**src/hw/rtl/u16u8_pkg.sv**
```systemverilog
package u16u8_pkg;

    // Depth of the queue between the front and the back.
    localparam int QDEPTH  = 2;
    localparam int QPTR_W  = (QDEPTH > 1) ? $clog2(QDEPTH) : 1;
    localparam int QCNT_W  = $clog2(QDEPTH + 1);

    // Code point limits and the replacement character.
    localparam logic [20:0] CP_MAX_1B  = 21'h00007F;
    localparam logic [20:0] CP_MAX_2B  = 21'h0007FF;
    localparam logic [20:0] CP_MAX_3B  = 21'h00FFFF;
    localparam logic [20:0] CP_SUPP    = 21'h010000;
    localparam logic [20:0] CP_REPL    = 21'h00FFFD;

    // Number of bytes in front of the main code point when a replacement leads.
    localparam logic [2:0] REPL_LEN = 3'd3;

    // One decoded request: an optional leading U+FFFD and an optional code point.
    typedef struct packed {
        logic        pre_rep;
        logic        has_main;
        logic        main_rep;
        logic [20:0] cp;
    } job_t;

    // Length of the UTF-8 form of a code point.
    function automatic logic [2:0] utf8_len(input logic [20:0] cp);
        logic [2:0] n;
        if (cp <= CP_MAX_1B) begin
            n = 3'd1;
        end else if (cp <= CP_MAX_2B) begin
            n = 3'd2;
        end else if (cp <= CP_MAX_3B) begin
            n = 3'd3;
        end else begin
            n = 3'd4;
        end
        return n;
    endfunction

    // Byte k of the UTF-8 form of a code point.
    function automatic logic [7:0] utf8_byte(input logic [20:0] cp, input logic [1:0] k);
        logic [7:0] b;
        b = 8'h00;
        case (utf8_len(cp))
            3'd1: b = {1'b0, cp[6:0]};
            3'd2: b = (k == 2'd0) ? {3'b110, cp[10:6]} : {2'b10, cp[5:0]};
            3'd3:
            begin
                case (k)
                    2'd0:    b = {4'b1110, cp[15:12]};
                    2'd1:    b = {2'b10, cp[11:6]};
                    default: b = {2'b10, cp[5:0]};
                endcase
            end
            default:
            begin
                case (k)
                    2'd0:    b = {5'b11110, cp[20:18]};
                    2'd1:    b = {2'b10, cp[17:12]};
                    2'd2:    b = {2'b10, cp[11:6]};
                    default: b = {2'b10, cp[5:0]};
                endcase
            end
        endcase
        return b;
    endfunction

endpackage

```
**src/hw/rtl/u16u8_if.sv**
```systemverilog
// Input channel: one UTF-16 code unit per request.
interface u16u8_unit_if;
    logic        valid;
    logic        ready;
    logic [15:0] code_unit;
    logic        final_unit;

    modport source (output valid, output code_unit, output final_unit, input ready);
    modport sink   (input valid, input code_unit, input final_unit, output ready);
endinterface

// Output channel: one UTF-8 byte per request.
interface u16u8_byte_if;
    logic       valid;
    logic       ready;
    logic [7:0] out_byte;
    logic       last_byte;
    logic       replaced;

    modport source (output valid, output out_byte, output last_byte, output replaced,
                    input ready);
    modport sink   (input valid, input out_byte, input last_byte, input replaced,
                    output ready);
endinterface

```
**src/hw/rtl/utf16_to_utf8_transcoder.sv**
```systemverilog
// The front writes each unit's job into the queue, and the back loads its bytes
// into the single output byte register. Throughput: one output byte per cycle
// while the receiver is ready and a job is queued. A unit gives 1 to 3 bytes for a
// BMP unit, 4 for a pair and up to 6 with a replacement; the queue takes new units
// while the back is still emitting. Units that give no bytes push nothing.
// Reset: rst_n clears the pending surrogate, empties the queue and drops the
// output register at once; no clearing pass is needed.
module utf16_to_utf8_transcoder (
    input  logic           clk,
    input  logic           rst_n,
    u16u8_unit_if.sink     unit_ch,
    u16u8_byte_if.source   byte_ch
);

    u16u8_pkg::job_t push_job;
    u16u8_pkg::job_t head;
    logic            push;
    logic            pop;
    logic            empty;
    logic            full;

    // Classify units and track surrogates.
    u16u8_front u_front (
        .clk     (clk),
        .rst_n   (rst_n),
        .unit_ch (unit_ch),
        .q_full  (full),
        .push    (push),
        .job     (push_job)
    );

    // Decouple the front from the byte sequencer.
    u16u8_queue u_queue (
        .clk      (clk),
        .rst_n    (rst_n),
        .push     (push),
        .push_job (push_job),
        .pop      (pop),
        .head     (head),
        .empty    (empty),
        .full     (full)
    );

    // Emit UTF-8 bytes.
    u16u8_back u_back (
        .clk     (clk),
        .rst_n   (rst_n),
        .head    (head),
        .empty   (empty),
        .pop     (pop),
        .byte_ch (byte_ch)
    );

endmodule

```
**src/hw/rtl/u16u8_front.sv**
```systemverilog
module u16u8_front (
    input  logic               clk,
    input  logic               rst_n,
    u16u8_unit_if.sink         unit_ch,
    input  logic               q_full,
    output logic               push,
    output u16u8_pkg::job_t    job
);

    logic       pend_reg;
    logic       pend_next;
    logic [9:0] hb_reg;
    logic [9:0] hb_next;
    logic       accept;
    logic       is_high;
    logic       is_low;
    logic       is_zero;

    assign unit_ch.ready = !q_full;
    assign accept        = unit_ch.valid && unit_ch.ready;

    assign is_high = (unit_ch.code_unit[15:10] == 6'b110110);
    assign is_low  = (unit_ch.code_unit[15:10] == 6'b110111);
    assign is_zero = (unit_ch.code_unit == 16'h0000);

    // Classify the unit against the pending high surrogate.
    always_comb
    begin
        job       = '0;
        pend_next = pend_reg;
        hb_next   = hb_reg;
        if (pend_reg && is_low) begin
            job.has_main = 1'b1;
            job.cp       = u16u8_pkg::CP_SUPP + {1'b0, hb_reg, unit_ch.code_unit[9:0]};
            pend_next    = 1'b0;
            hb_next      = '0;
        end else begin
            job.pre_rep = pend_reg;
            pend_next   = 1'b0;
            hb_next     = '0;
            if (is_zero) begin
                job.has_main = 1'b0;
            end else if (is_high) begin
                if (unit_ch.final_unit) begin
                    job.has_main = 1'b1;
                    job.main_rep = 1'b1;
                    job.cp       = u16u8_pkg::CP_REPL;
                end else begin
                    pend_next = 1'b1;
                    hb_next   = unit_ch.code_unit[9:0];
                end
            end else if (is_low) begin
                job.has_main = 1'b1;
                job.main_rep = 1'b1;
                job.cp       = u16u8_pkg::CP_REPL;
            end else begin
                job.has_main = 1'b1;
                job.cp       = {5'd0, unit_ch.code_unit};
            end
            if (unit_ch.final_unit) begin
                pend_next = 1'b0;
                hb_next   = '0;
            end
        end
    end

    // Units that give no bytes leave nothing in the queue.
    assign push = accept && (job.pre_rep || job.has_main);

    // Surrogate state.
    always_ff @(posedge clk or negedge rst_n)
    begin
        if (!rst_n) begin
            pend_reg <= 1'b0;
            hb_reg   <= '0;
        end else if (accept) begin
            pend_reg <= pend_next;
            hb_reg   <= hb_next;
        end
    end

    // A final unit never leaves a surrogate pending.
    a_final_clears: assert property (@(posedge clk) disable iff (!rst_n)
        accept && unit_ch.final_unit |=> !pend_reg)
        else $error("surrogate still pending after a final unit");

endmodule

```
**src/hw/rtl/u16u8_queue.sv**
```systemverilog
module u16u8_queue (
    input  logic               clk,
    input  logic               rst_n,
    input  logic               push,
    input  u16u8_pkg::job_t    push_job,
    input  logic               pop,
    output u16u8_pkg::job_t    head,
    output logic               empty,
    output logic               full
);

    u16u8_pkg::job_t                   mem [u16u8_pkg::QDEPTH];
    logic [u16u8_pkg::QPTR_W-1:0]      wr_reg;
    logic [u16u8_pkg::QPTR_W-1:0]      rd_reg;
    logic [u16u8_pkg::QCNT_W-1:0]      cnt_reg;
    logic                              do_push;
    logic                              do_pop;

    assign empty   = (cnt_reg == '0);
    assign full    = (cnt_reg == u16u8_pkg::QCNT_W'(u16u8_pkg::QDEPTH));
    assign do_push = push && !full;
    assign do_pop  = pop && !empty;
    assign head    = mem[rd_reg];

    // Storage.
    always_ff @(posedge clk)
    begin
        if (do_push) begin
            mem[wr_reg] <= push_job;
        end
    end

    // Pointers and fill count.
    always_ff @(posedge clk or negedge rst_n)
    begin
        if (!rst_n) begin
            wr_reg  <= '0;
            rd_reg  <= '0;
            cnt_reg <= '0;
        end else begin
            if (do_push) begin
                wr_reg <= (wr_reg == u16u8_pkg::QPTR_W'(u16u8_pkg::QDEPTH - 1)) ?
                          '0 : wr_reg + 1'b1;
            end
            if (do_pop) begin
                rd_reg <= (rd_reg == u16u8_pkg::QPTR_W'(u16u8_pkg::QDEPTH - 1)) ?
                          '0 : rd_reg + 1'b1;
            end
            if (do_push && !do_pop) begin
                cnt_reg <= cnt_reg + 1'b1;
            end else if (do_pop && !do_push) begin
                cnt_reg <= cnt_reg - 1'b1;
            end
        end
    end

    // The front only writes when there is room.
    a_no_overflow: assert property (@(posedge clk) disable iff (!rst_n)
        push |-> !full)
        else $error("queue written while full");

    a_cnt_range: assert property (@(posedge clk) disable iff (!rst_n)
        cnt_reg <= u16u8_pkg::QCNT_W'(u16u8_pkg::QDEPTH))
        else $error("queue fill count out of range");

endmodule

```
**src/hw/rtl/u16u8_back.sv**
```systemverilog
module u16u8_back (
    input  logic               clk,
    input  logic               rst_n,
    input  u16u8_pkg::job_t    head,
    input  logic               empty,
    output logic               pop,
    u16u8_byte_if.source       byte_ch
);

    logic       valid_reg;
    logic [7:0] byte_reg;
    logic       last_reg;
    logic       rep_reg;
    logic [2:0] idx_reg;
    logic [2:0] idx_next;
    logic [2:0] pre_len;
    logic [2:0] total;
    logic [2:0] main_idx;
    logic       load;
    logic       in_pre;
    logic       is_last;
    logic [7:0] cur_byte;
    logic       cur_rep;

    assign byte_ch.valid     = valid_reg;
    assign byte_ch.out_byte  = byte_reg;
    assign byte_ch.last_byte = last_reg;
    assign byte_ch.replaced  = rep_reg;

    // Walk the bytes of the head request, one per cycle while the output can take a byte.
    always_comb
    begin
        pre_len  = head.pre_rep ? u16u8_pkg::REPL_LEN : 3'd0;
        total    = pre_len + (head.has_main ? u16u8_pkg::utf8_len(head.cp) : 3'd0);
        in_pre   = head.pre_rep && (idx_reg < u16u8_pkg::REPL_LEN);
        main_idx = idx_reg - pre_len;
        if (in_pre) begin
            cur_byte = u16u8_pkg::utf8_byte(u16u8_pkg::CP_REPL, idx_reg[1:0]);
            cur_rep  = 1'b1;
        end else begin
            cur_byte = u16u8_pkg::utf8_byte(head.cp, main_idx[1:0]);
            cur_rep  = head.main_rep;
        end
        is_last  = (idx_reg == total - 3'd1);
        load     = !empty && (!valid_reg || byte_ch.ready);
        pop      = load && is_last;
        idx_next = is_last ? 3'd0 : idx_reg + 3'd1;
    end

    // Output register and byte counter.
    always_ff @(posedge clk or negedge rst_n)
    begin
        if (!rst_n) begin
            valid_reg <= 1'b0;
            idx_reg   <= '0;
            byte_reg  <= '0;
            last_reg  <= 1'b0;
            rep_reg   <= 1'b0;
        end else begin
            if (load) begin
                valid_reg <= 1'b1;
                byte_reg  <= cur_byte;
                last_reg  <= is_last;
                rep_reg   <= cur_rep;
                idx_reg   <= idx_next;
            end else if (byte_ch.ready) begin
                valid_reg <= 1'b0;
            end
        end
    end

    // One unit gives at most six bytes.
    a_idx_range: assert property (@(posedge clk) disable iff (!rst_n)
        idx_reg <= 3'd5)
        else $error("byte index out of range");

    // Replacement bytes are always part of EF BF BD.
    a_repl_bytes: assert property (@(posedge clk) disable iff (!rst_n)
        valid_reg && rep_reg |->
        (byte_reg == 8'hEF) || (byte_reg == 8'hBF) || (byte_reg == 8'hBD))
        else $error("replacement byte is not part of U+FFFD");

    // The counter starts over after the last byte of a unit.
    a_idx_restart: assert property (@(posedge clk) disable iff (!rst_n)
        pop |=> (idx_reg == 3'd0))
        else $error("byte index did not restart after a unit");

endmodule

```
**src/flat_wrapper.sv**
```systemverilog
// flat-port wrapper written by rule: the top's interface ports become plain ports
module utf16_to_utf8_transcoder_flat 
  (clk, rst_n, unit_ch_valid, unit_ch_code_unit, unit_ch_final_unit, unit_ch_ready, byte_ch_valid, byte_ch_out_byte, byte_ch_last_byte, byte_ch_replaced, byte_ch_ready);
  u16u8_unit_if unit_ch_i ();
  u16u8_byte_if byte_ch_i ();
  input  logic clk;
  input  logic rst_n;
  input wire logic [$bits(unit_ch_i.valid)-1:0] unit_ch_valid;
  input wire logic [$bits(unit_ch_i.code_unit)-1:0] unit_ch_code_unit;
  input wire logic [$bits(unit_ch_i.final_unit)-1:0] unit_ch_final_unit;
  output wire logic [$bits(unit_ch_i.ready)-1:0] unit_ch_ready;
  output wire logic [$bits(byte_ch_i.valid)-1:0] byte_ch_valid;
  output wire logic [$bits(byte_ch_i.out_byte)-1:0] byte_ch_out_byte;
  output wire logic [$bits(byte_ch_i.last_byte)-1:0] byte_ch_last_byte;
  output wire logic [$bits(byte_ch_i.replaced)-1:0] byte_ch_replaced;
  input wire logic [$bits(byte_ch_i.ready)-1:0] byte_ch_ready;
  assign unit_ch_i.valid = unit_ch_valid;
  assign unit_ch_i.code_unit = unit_ch_code_unit;
  assign unit_ch_i.final_unit = unit_ch_final_unit;
  assign unit_ch_ready = unit_ch_i.ready;
  assign byte_ch_valid = byte_ch_i.valid;
  assign byte_ch_out_byte = byte_ch_i.out_byte;
  assign byte_ch_last_byte = byte_ch_i.last_byte;
  assign byte_ch_replaced = byte_ch_i.replaced;
  assign byte_ch_i.ready = byte_ch_ready;
  utf16_to_utf8_transcoder u_core (.clk(clk), .rst_n(rst_n), .unit_ch(unit_ch_i), .byte_ch(byte_ch_i));
endmodule
```
**config.mk**
```make
export PLATFORM = sky130hd
export DESIGN_NAME = utf16_to_utf8_transcoder_flat
export DESIGN_NICKNAME = d
export VERILOG_FILES = /design/src/hw/rtl/u16u8_pkg.sv /design/src/hw/rtl/u16u8_if.sv /design/src/hw/rtl/utf16_to_utf8_transcoder.sv /design/src/hw/rtl/u16u8_front.sv /design/src/hw/rtl/u16u8_queue.sv /design/src/hw/rtl/u16u8_back.sv /design/src/flat_wrapper.sv
export SDC_FILE = /design/constraint.sdc
export NUM_CORES = 1
export LEC_CHECK = 0
export ABC_CLOCK_PERIOD_IN_PS = 4600
export BUFFER_PORTS_ARGS = -buffer_cell sky130_fd_sc_hd__buf_2
export CAP_MARGIN = 20
export CELL_PAD_IN_SITES_DETAIL_PLACEMENT = 1
export CELL_PAD_IN_SITES_GLOBAL_PLACEMENT = 2
export CORE_ASPECT_RATIO = 1.75
export CORE_MARGIN = 4
export CORE_UTILIZATION = 30
export CTS_CLUSTER_DIAMETER = 200
export DETAILED_ROUTE_END_ITERATION = 10
export PLACE_DENSITY = 0.68
export SLEW_MARGIN = 20
export SYNTH_ARGS = -nofsm -noshare
export SYNTH_HDL_FRONTEND = slang
export SYNTH_SLANG_ARGS = --single-unit
export TNS_END_PERCENT = 10
```
**constraint.sdc**
```tcl
create_clock -name clk -period 4.6 [get_ports clk]
set_input_delay 0.23 -clock clk [delete_from_list [all_inputs] [get_ports clk]]
set_output_delay 0.23 -clock clk [all_outputs]
set_load 0.01 [all_outputs]
```
==> results of run 1 <==
## cells in the mapped netlist, types with 2 or more instances
master | count | area share
nor2_1 | 49 | 0.045
edfxtp_1 | 48 | 0.35
dfrtp_1 | 29 | 0.18
nand2_1 | 20 | 0.018
a22o_1 | 15 | 0.032
mux2i_1 | 14 | 0.034
inv_1 | 11 | 0.010
ha_1 | 10 | 0.031
o21ai_0 | 10 | 0.012
clkbuf_1 | 9 | 0.0083
a21oi_1 | 8 | 0.0098
and2_1 | 8 | 0.012
mux4_2 | 8 | 0.044
nand3_1 | 8 | 0.0098
nor4_1 | 8 | 0.012
mux2_2 | 7 | 0.019
nor3_1 | 7 | 0.0086
xnor2_1 | 7 | 0.015
xor2_1 | 7 | 0.015
a31oi_1 | 6 | 0.0092
nor2b_1 | 5 | 0.0077
nand4_1 | 4 | 0.0061
o22ai_1 | 4 | 0.0061
buf_2 | 3 | 0.0037
o21ai_1 | 3 | 0.0037
a211oi_1 | 2 | 0.0037
a21o_1 | 2 | 0.0037
a221oi_1 | 2 | 0.0043
a31o_1 | 2 | 0.0043
and3_1 | 2 | 0.0031
buf_4 | 2 | 0.0037
buf_6 | 2 | 0.0055
nand2b_1 | 2 | 0.0031
o21a_1 | 2 | 0.0037
## path summary, 6_finish.rpt
kind,start,end,slack (ns),depth (start not counted)
worst max-delay path,u_core.u_queue.rd_reg,u_core.u_queue.cnt_reg[1],0.87,18
worst min register to register,u_core.u_back.byte_ch.last_byte,u_core.u_back.byte_ch.last_byte,0.49,1
worst min-delay path,unit_ch_code_unit[4],u_core.u_front.hb_reg[4],0.15,2
min in group asynchronous,rst_n,u_core.u_queue.rd_reg,0.50,2
worst max register to register,u_core.u_queue.rd_reg,u_core.u_queue.cnt_reg[1],0.87,18
max in group asynchronous,rst_n,u_core.u_front.hb_reg[7],3.61,2
## cell families (layout without fill, tap and decap cells)
kind of cell    Yosys count  after routing  share of synthesized area
flops                    77             77                      0.531
fa+ha+maj                10             10                     0.0307
xor+xnor                 15             15                     0.0340
simple gates            121            121                      0.142
buf+inv                  27             68                     0.0313
mux                      30             30                      0.103
compound gates           70             70                      0.127
## critical path, delay by kind of cell (launching register included)
family / cells / cell delay (ns)
xor gates and xnor gates: 4 / 0.62
AOI/OAI and AO/OA: 2 / 0.31
and+or+nand+nor: 6 / 1.21
adders and majority gates: 3 / 0.68
buffers and inverters: 3 / 0.36
DFF: 1 / 0.47
## routing by layer
metal / up-vias / routed length [um] / track usage
li1: 1381 / - / -
met1: 1464 / 4070 / 0.161
met2: 64 / 6050 / 0.272
met3: 22 / 300 / 0.0297
met4: 0 / 469 / 0.0816
met5: - / 0 / 0
## cell type report
| class | instances | area share |
|---|---|---|
| flip-flops and latches | 77 | 0.456 |
| multi-input cells | 246 | 0.378 |
| repair buffers | 41 | 0.0485 |
| clock buffers | 10 | 0.0482 |
| well taps | 174 | 0.0458 |
| clock inverters | 6 | 0.0148 |
| inverters | 11 | 0.00869 |
## metrics by stage
step | utilization | hold slack [ns] | std cells | instance area [sq um] | power (uW)
finish | 0.355 | 0.148 | 565 | 4750 | 3300
global placement | 0.331 | 0.338 | 548 | 4430 | 2570
floorplan | - | -0.0656 | 350 | 4080 | 2200
global route | 0.355 | 0.147 | 565 | 4750 | 3560
CTS | 0.355 | 0.133 | 565 | 4750 | 3350
detailed placement | 0.332 | 0.349 | 548 | 4440 | 2620
## what timing repair did
item | in CTS | in global routing
endpoints found under the hold margin | 29 | 0
setup endpoints to repair | 0 | 0
hold buffers | 1 | 0
## power groups by stage
| stage | Combinational [uW] | Clock [uW] | Sequential (uW) |
|---|---|---|---|
| finish | 1530 | 717 | 1050 |
| global route | 1700 | 777 | 1080 |
| CTS | 1550 | 740 | 1060 |
| detailed placement | 1550 | 0 | 1070 |
| global placement | 1510 | 0 | 1060 |
| floorplan | 1160 | 0 | 1040 |
==> results.toml, run 1 <==
[clocking]
cts_buffer_depth = 2
cts_setup_buffers = 0
cts_tree = "done"
clkLatencyLatePin_ns = 0.34
root_buffer = "clkbuf_16"
cts-resized-gates = 0
cts.sinks = 77
numCtsBuffers = 9
clk_pin_slew_worst_paths_ns = 0.06
htreeDepth = 3

[route]
firstDrtPassIters = 4
wl_per_cell_um = 19.3
drtAntennaViolNets = 0
num_vias = 2931
drc = 0
postRouteWirelength_um = 10900
vias_per_cell = 5.19
drtIter0Drc = 89

[floorplanning]
dieArea_sq_mm = 0.0156
placementRows = 56
core_area_sq_mm = 0.0134
die_w_um = 96.2
io_pins = 33
dieHeight_um = 162
start_util = 0.305

[synthesis]
synthesis.area_sq_mm = 0.00408
syn_nets = 381
synth.avg_cell_area_sq_um = 11.7
syn_inst = 350
synthArstFlopShare = 0.377
netlist-cell-type-count = 58
ys.flop_type = "edfxtp_1"
synth_seq_cells = 77
yosysWarnings = 0
seq_area_frac_synth = 0.531
synth_edf_count = 48

[sta]
final_hold_viol_count = 0
fin_skew_ns = 0.00845
fin_crit_ns = 3.73
tightest_slew_ns = 0.884
max_slew_margin = 0.409
final.setup.tns_ns = 0
finalMaxSlewViolations = 0
rsz0062_at_grt = "no"
post-route-period-util = 0.810
fmax_mhz = 268
setup_slack_ns = 0.873
setup_viol = 0

[power]
p_per_area_mw_per_mm2 = 695
p_switching_uw = 1290
seqPwrFrac = 0.318
switching_share = 0.390
power_frac_comb = 0.464
pwr-share-clk = 0.217
leakage_uw = 0.00182
intPower_uw = 2010
vdd_drop_max_uv = 267

[hold_path]
hold_class = "in -> reg"

[worst_setup_path]
crit_path_max_incr_delay_ns = 0.47
start_kind = "flop"
slowest_stage = "dfrtp_1"
critical_path_arrival_ns = 3.99
worstPathRequired_ns = 4.86
cp_max_fo = 14
cp-end-kind = "flop"
crit_type = "reg -> reg"
critical_path.cell_chain = "buf_4, nor4_1, a22oi_2, nor2_1, o21ai_0, ha_1, inv_1, ha_1, xnor2_1, xnor2_1, or3_1, nand4_1, nor2_1, inv_1, ha_1, xor2_1, nor2_1, xor2_1"

[job]
maxCapViolCount = 0

[global_route]
grt-ovfl-total = 0
grt.total_usage = 0.152
grt_pass1_wl_um = 17700
antenna_found_initial = 0
grt_pass1_vias = 3281
grt_max_degree = 30

[placed_design]
place.gp.congestion = 0.825
place_ws_ns = 0.912
post-dp-hpwl_um = 8590
port_buffers = 32

[cells_and_area]
drive_above_1_share = 0.205
ff_latch_area_sq_mm = 0.00217
final_common_cell = "nor2_1"
final_net_count = 417
insertedDiodeCount = 0
largest_reg_flops = 48
layout_common_cells = "49 x nor2_1, 48 x edfxtp_1, 32 x buf_2"
syn_to_final_growth_pct = 16.4
fillers = 1477
multi_input_area_sq_mm = 0.00179

[status]
status = "complete, no violations"
Note: power is estimated with default switching activity, not from simulation.
==> run 2, diff against run 1 <==
--- a/config.mk
+++ b/config.mk
@@ -5,7 +5,8 @@
 export SDC_FILE = /design/constraint.sdc
 export NUM_CORES = 1
 export LEC_CHECK = 0
-export ABC_CLOCK_PERIOD_IN_PS = 4600
+export ABC_AREA = 1
+export ABC_CLOCK_PERIOD_IN_PS = 3200
 export BUFFER_PORTS_ARGS = -buffer_cell sky130_fd_sc_hd__buf_2
 export CAP_MARGIN = 20
 export CELL_PAD_IN_SITES_DETAIL_PLACEMENT = 1
@@ -15,7 +16,7 @@
 export CORE_UTILIZATION = 30
 export CTS_CLUSTER_DIAMETER = 200
 export DETAILED_ROUTE_END_ITERATION = 10
-export PLACE_DENSITY = 0.68
+export PLACE_DENSITY = 0.76
 export SLEW_MARGIN = 20
 export SYNTH_ARGS = -nofsm -noshare
 export SYNTH_HDL_FRONTEND = slang
==> constraint.sdc (replaced) <==
create_clock -name clk -period 3.2 [get_ports clk]
set_input_delay 0.16 -clock clk [delete_from_list [all_inputs] [get_ports clk]]
set_output_delay 0.16 -clock clk [all_outputs]
set_load 0.01 [all_outputs]
==> results.toml, run 2 <==
[worst_setup_path]
critical_path_arrival_ns = 3.34
worstPathRequired_ns = 3.42
start_kind = "flop"
crit_type = "reg -> reg"
cp_max_fo = 10
cp-end-kind = "flop"

[cells_and_area]
final_common_cell = "nand2_1"
instances_no_fill = 764
layout_common_cells = "168 x nand2_1, 64 x inv_1, 48 x edfxtp_1"
largest_reg_flops = 48
fillers = 1692
final_net_count = 610
insertedDiodeCount = 0
syn_to_final_growth_pct = 23.5
drive_above_1_share = 0.235

[sta]
fin_crit_ns = 3.12
rsz0062_at_grt = "yes"
post-route-period-util = 0.974
setup_slack_ns = 0.0841
setup_viol = 0
fin_skew_ns = 0.0126
tightest_slew_ns = 0.757
max_slew_margin = 0.495
fmax_mhz = 321
finalMaxSlewViolations = 0
final.setup.tns_ns = 0
final_hold_viol_count = 0

[synthesis]
ys.flop_type = "edfxtp_1"
yosysWarnings = 0
synthesis.area_sq_mm = 0.00436
netlist-cell-type-count = 41
syn_inst = 515
yosysMostFrequentCell = "nand2_1"
synth_edf_count = 48
synth_seq_cells = 77
synth.avg_cell_area_sq_um = 8.46
seq_area_frac_synth = 0.497
synth.area.top_cells = "edfxtp_1 33%, dfrtp_1 17%, nand2_1 15%, inv_1 5.8%, nor2_1 2.9%"
synthArstFlopShare = 0.377
synth_common_cells = "174 x nand2_1, 67 x inv_1, 48 x edfxtp_1"
syn_nets = 546
synth_top_area_frac = 0.331
synth_top_area_cell = "edfxtp_1"

[route]
num_vias = 3613
vias_per_cell = 4.73
drtAntennaViolNets = 0
drtIter0Drc = 128
postRouteWirelength_um = 12700
firstDrtPassIters = 4
drc = 0
wl_per_cell_um = 16.6

[floorplanning]
placementRows = 58
dieArea_sq_mm = 0.0166
dieHeight_um = 167
die_w_um = 99.1
core_area_sq_mm = 0.0143
start_util = 0.305
io_pins = 33

[placed_design]
place.gp.congestion = 0.886
post-dp-hpwl_um = 9980
placed_cells = 742
port_buffers = 32
place_ws_ns = -0.0630

[power]
switching_share = 0.449
intPower_uw = 3180
vdd_drop_max_uv = 353
fin_total_pwr_uw = 5760
leakage_uw = 0.00247
pwr-share-clk = 0.197
seqPwrFrac = 0.257
p_switching_uw = 2590
power_frac_comb = 0.546
p_per_area_mw_per_mm2 = 1070

[global_route]
grt_pass1_vias = 3953
grt.total_usage = 0.157
grt_pass1_wl_um = 20100
antenna_found_initial = 0
grt-ovfl-total = 0
grt_max_degree = 30

[clocking]
cts.sinks = 77
root_buffer = "clkbuf_16"
clk_pin_slew_worst_paths_ns = 0.06
cts_tree = "done"
cts_buffer_depth = 2
htreeDepth = 3
clkLatencyLatePin_ns = 0.34
numCtsBuffers = 9

[hold_path]
hold_class = "in -> reg"

[status]
status = "complete, no violations"

[job]
maxCapViolCount = 0
## run 2: logic make-up after synthesis
| group | Yosys count | synth area share |
|---|---|---|
| flops | 77 | 0.497 |
| fa+ha+maj | 10 | 0.0287 |
| simple gates | 270 | 0.281 |
| compound gates | 60 | 0.0801 |
| xor+xnor | 11 | 0.0238 |
| buf+inv | 87 | 0.0890 |
## run 2: through the flow
stage                     utilization  hold WS (ns)  cell area [sq um]
after global placement          0.340         0.255               4860
final                           0.377       0.00835               5380
after global routing            0.377        0.0168               5380
after floorplan                     -        -0.136               4360
after CTS                       0.365       0.00528               5210
after detailed placement        0.340         0.278               4860
## run 2: final cells by class
cell class | instances | area [sq um] | area share
clock buffers | 9 | 225 | 0.0418
clock inverters | 7 | 105 | 0.0195
inverters | 74 | 284 | 0.0528
multi-input cells | 351 | 1910 | 0.354
flip-flops and latches | 77 | 2170 | 0.403
well taps | 180 | 225 | 0.0418
repair buffers | 66 | 467 | 0.0867
## run 2: final timing paths
check	startpoint	end	slack, ns	cells past startpoint
max reg2reg	u_core.u_queue.rd_reg	u_core.u_queue.cnt_reg[1]	0.08	19
max	u_core.u_queue.rd_reg	u_core.u_queue.cnt_reg[1]	0.08	19
min in group asynchronous	rst_n	u_core.u_back.byte_ch.out_byte[6]	0.42	2
max in group asynchronous	rst_n	u_core.u_queue.rd_reg	2.23	2
min	byte_ch_ready	u_core.u_back.byte_ch.valid	0.008	2
min reg2reg	u_core.u_queue.cnt_reg[0]	u_core.u_queue.cnt_reg[0]	0.48	1
## run 2: worst max-delay path: stages (launching register included)
cell	delay (ns)
dfrtp_2	0.54
clkbuf_16	0.23
nand2_2	0.06
nand2_2	0.07
nand3_2	0.10
nor2_4	0.17
nand3_4	0.11
inv_2	0.08
o21ai_2	0.05
ha_2	0.18
inv_2	0.07
ha_4	0.16
xnor2_4	0.12
xor2_2	0.21
xor2_2	0.18
nand3_2	0.12
ha_4	0.24
a21oi_2	0.09
o21ai_1	0.08
xor2_1	0.14
## run 2: per-layer routing
metal,track usage,part of all wire,vias up
li1,-,-,1789
met1,0.150,0.36,1749
met2,0.313,0.58,54
met3,0.0192,0.015,21
met4,0.0797,0.039,0
met5,0,0,-
## run 2: timing repair
| action | in CTS | in global routing |
|---|---|---|
| endpoints found under the setup margin | 1 | 3 |
| cloned | 0 | 3 |
| resized for setup | 5 | 22 |
| hold buffers | 1 | 0 |
| buffers inserted | 0 | 2 |
| pin swaps | 4 | 7 |
| hold endpoints to repair | 29 | 0 |
## run 2: power groups by stage
stage	sequential (uW)	clock (uW)	combinational [uW]
6_report	1480	1130	3150
2_1_floorplan	1480	0	2010
5_1_grt	1510	1200	3520
3_5_place_dp	1480	0	2930
4_1_cts	1470	1150	2970
3_3_place_gp	1470	0	2880
==> run 3, diff against run 2 <==
--- a/config.mk
+++ b/config.mk
@@ -16,9 +16,11 @@
 export CORE_UTILIZATION = 30
 export CTS_CLUSTER_DIAMETER = 200
 export DETAILED_ROUTE_END_ITERATION = 10
-export PLACE_DENSITY = 0.76
-export SLEW_MARGIN = 20
+export PLACE_DENSITY = 0.77
+export SETUP_SLACK_MARGIN = 0.15
+export SLEW_MARGIN = 30
 export SYNTH_ARGS = -nofsm -noshare
 export SYNTH_HDL_FRONTEND = slang
+export SYNTH_HIERARCHICAL = 1
 export SYNTH_SLANG_ARGS = --single-unit
 export TNS_END_PERCENT = 10
==> results.toml, run 3 <==
[worst_setup_path]
critPathBufInv = 16
cp-end-kind = "flop"
cp_max_fo = 5
critical_path_arrival_ns = 3.65
crit_family = "buffers and inverters"
reg2reg_from = "u_core/u_queue/rd_reg"
crit_path_max_incr_delay_ns = 0.39
crit_start = "u_core/u_queue/rd_reg"
crit_type = "reg -> reg"
start_kind = "flop"
slowest_stage = "dfrtp_1"
cpMostUsedCell = "buf_4"
worstPathRequired_ns = 3.48

[route]
firstDrtPassIters = 4
vias_per_cell = 4.71
drtIter0Drc = 110
num_vias = 3973
drtAntennaViolNets = 0
wl_per_cell_um = 16.5
postRouteWirelength_um = 13900
drc = 0

[hold_path]
hold_start = "unit_ch_code_unit[6]"
hold_class = "in -> reg"

[sta]
rsz0062_at_grt = "yes"
setup_viol = 4
post-route-period-util = 1.05
fin_skew_ns = 0.0103
final_hold_viol_count = 0
fmax_mhz = 297
fin_crit_ns = 3.37
max_slew_margin = 0.477
hold-worst-slack_ns = 0.0522
tightest_slew_ns = 0.784
setup_slack_ns = -0.168
finalMaxSlewViolations = 0
final.setup.tns_ns = -0.432

[power]
leakage_uw = 0.00284
vdd_drop_max_uv = 306
p_per_area_mw_per_mm2 = 977
fin_total_pwr_uw = 5680

[global_route]
antenna_found_initial = 0
grt_max_degree = 30
grt.total_usage = 0.173
grt-ovfl-total = 0
grt_pass1_vias = 4521
grt_pass1_wl_um = 22400

[cells_and_area]
final_net_count = 693
layout_common_cells = "198 x nand2_1, 85 x buf_4, 49 x inv_1"
ff_latch_area_sq_mm = 0.00217
final_common_cell = "nand2_1"
fillers = 1741
syn_to_final_growth_pct = 35.4
drive_above_1_share = 0.334
largest_reg_flops = 48
insertedDiodeCount = 0
finalInstanceArea_sq_mm = 0.00581
multi_input_area_sq_mm = 0.00201

[synthesis]
yosysMostFrequentCell = "nand2_1"
yosys-mux-area-fraction = 0
synthesis.area_sq_mm = 0.00429
ys.flop_type = "edfxtp_1"
synth_seq_cells = 77
syn_inst = 537
synth-simple-area-share = 0.319
synth_compound_area_frac = 0.0522
synth_top_family_by_area = "simple AND/OR/NAND/NOR gates"
synth_top_area_frac = 0.336
synth_edf_count = 48
synth.area.top_cells = "edfxtp_1 34%, nand2_1 20%, dfrtp_1 17%, inv_1 5.2%, nor2_1 4.0%"
synth_fa_ha_area_frac = 0.0291
synth.avg_cell_area_sq_um = 7.99
syn_nets = 568
synth_common_cells = "226 x nand2_1, 59 x inv_1, 48 x edfxtp_1"
netlist-cell-type-count = 33
seq_area_frac_synth = 0.505
synth_top_area_cell = "edfxtp_1"
synth-xor-area-share = 0.0163
synthArstFlopShare = 0.377
yosysWarnings = 6

[clocking]
htreeDepth = 3
clkLatencyLatePin_ns = 0.34
cts_buffer_depth = 2
cts.sinks = 77
cts_tree = "done"
numCtsBuffers = 9
clk_pin_slew_worst_paths_ns = 0.06
root_buffer = "clkbuf_16"

[floorplanning]
placementRows = 57
core_area_sq_mm = 0.0140
die_w_um = 98.4
io_pins = 33
dieHeight_um = 166
start_util = 0.307
dieArea_sq_mm = 0.0164

[placed_design]
dpl_cell_area_sq_mm = 0.00486
place_ws_ns = -0.201
place.gp.congestion = 0.894
post-dp-hpwl_um = 9710
port_buffers = 32

[status]
violations = "negative setup slack"
status = "complete, but fails checks"

[job]
maxCapViolCount = 0
[run 3: changes by cell type after synthesis, moves of 4 or more]
cell and delta:
inv_1 -8, nand2_1 +52, nand3_1 +6, nand3_2 -4, nor2_1 +12, nor4_1 -4, o21ai_0 -7, o22ai_1 -9
[run 3: worst reg2reg max path, stage by stage (launching register included)]
cell     delay (ns)
dfrtp_1        0.39
buf_6          0.18
inv_8          0.06
nand2_4        0.06
nand2_2        0.05
nor2_2         0.11
nand2_2        0.11
nor2_4         0.16
nand2_2        0.08
buf_4          0.13
buf_4          0.12
buf_4          0.12
buf_4          0.12
buf_4          0.12
buf_4          0.12
buf_4          0.12
buf_4          0.12
buf_4          0.13
buf_4          0.12
buf_4          0.12
buf_4          0.12
buf_4          0.12
buf_4          0.13
nor2_4         0.09
nor2_1         0.06
nand3_1        0.10
nand2_1        0.08
nand2_1        0.06
[run 3: power by group]
| group | internal (uW) | total (uW) | leakage [uW] | switching, uW |
|---|---|---|---|---|
| Combinational | 1260 | 3210 | 0.00189 | 1950 |
| Clock | 572 | 988 | 0.000140 | 415 |
| Sequential | 1340 | 1480 | 0.000808 | 140 |
[run 3: timing repair]
item,CTS,global route
setup endpoints to repair,3,13
setup buffers,51,4
hold buffers,1,0
endpoints found under the hold margin,29,0
gates resized for setup,28,42
pin swaps,17,22
gates cloned,3,0
[run 3: final cells by class]
type | count | area share
Multi-Input combinational cell | 384 | 0.345
Clock inverter | 4 | 0.00517
Clock buffer | 12 | 0.0441
Timing Repair inverter | 2 | 0.00258
Timing Repair Buffer | 123 | 0.148
Tap cell | 177 | 0.0381
Sequential cell | 77 | 0.373
Inverter | 65 | 0.0441
[run 3: worst paths after layout]
| path | endpoint | slack, ns | depth (start not counted) |
|---|---|---|---|
| worst min-delay path | u_core/u_front/hb_reg[6] | 0.05 | 3 |
| min in group asynchronous | u_core/u_back/byte_ch.out_byte[2] | 0.44 | 2 |
| worst max register to register | u_core/u_back/byte_ch.out_byte[1] | -0.17 | 27 |
| worst max-delay path | u_core/u_back/byte_ch.out_byte[1] | -0.17 | 27 |
| worst min register to register | u_core/u_front/hb_reg[2] | 0.48 | 2 |
| max in group asynchronous | u_core/u_front/hb_reg[9] | 2.25 | 2 |
[run 3: stage by stage]
step,instances,utilization
2_1_floorplan,537,-
3_3_place_gp,769,0.348
3_5_place_dp,769,0.348
4_1_cts,840,0.404
5_1_grt,844,0.416
6_report,844,0.416
[run 3: routing by layer]
layer,up-vias,GRT usage,wire [um]
li1,1951,-,-
met1,1904,0.166,4860
met2,78,0.342,8010
met3,40,0.0265,384
met4,0,0.0904,660
met5,-,0,0
[run 3: logic make-up (layout without fill, tap and decap cells)]
family | after synthesis | in the layout
and+or+nand+nor | 328 | 328
DFF | 77 | 77
AOI/OAI and AO/OA | 38 | 38
adders and majority gates | 10 | 10
xor gates and xnor gates | 8 | 8
buffers and inverters | 76 | 206
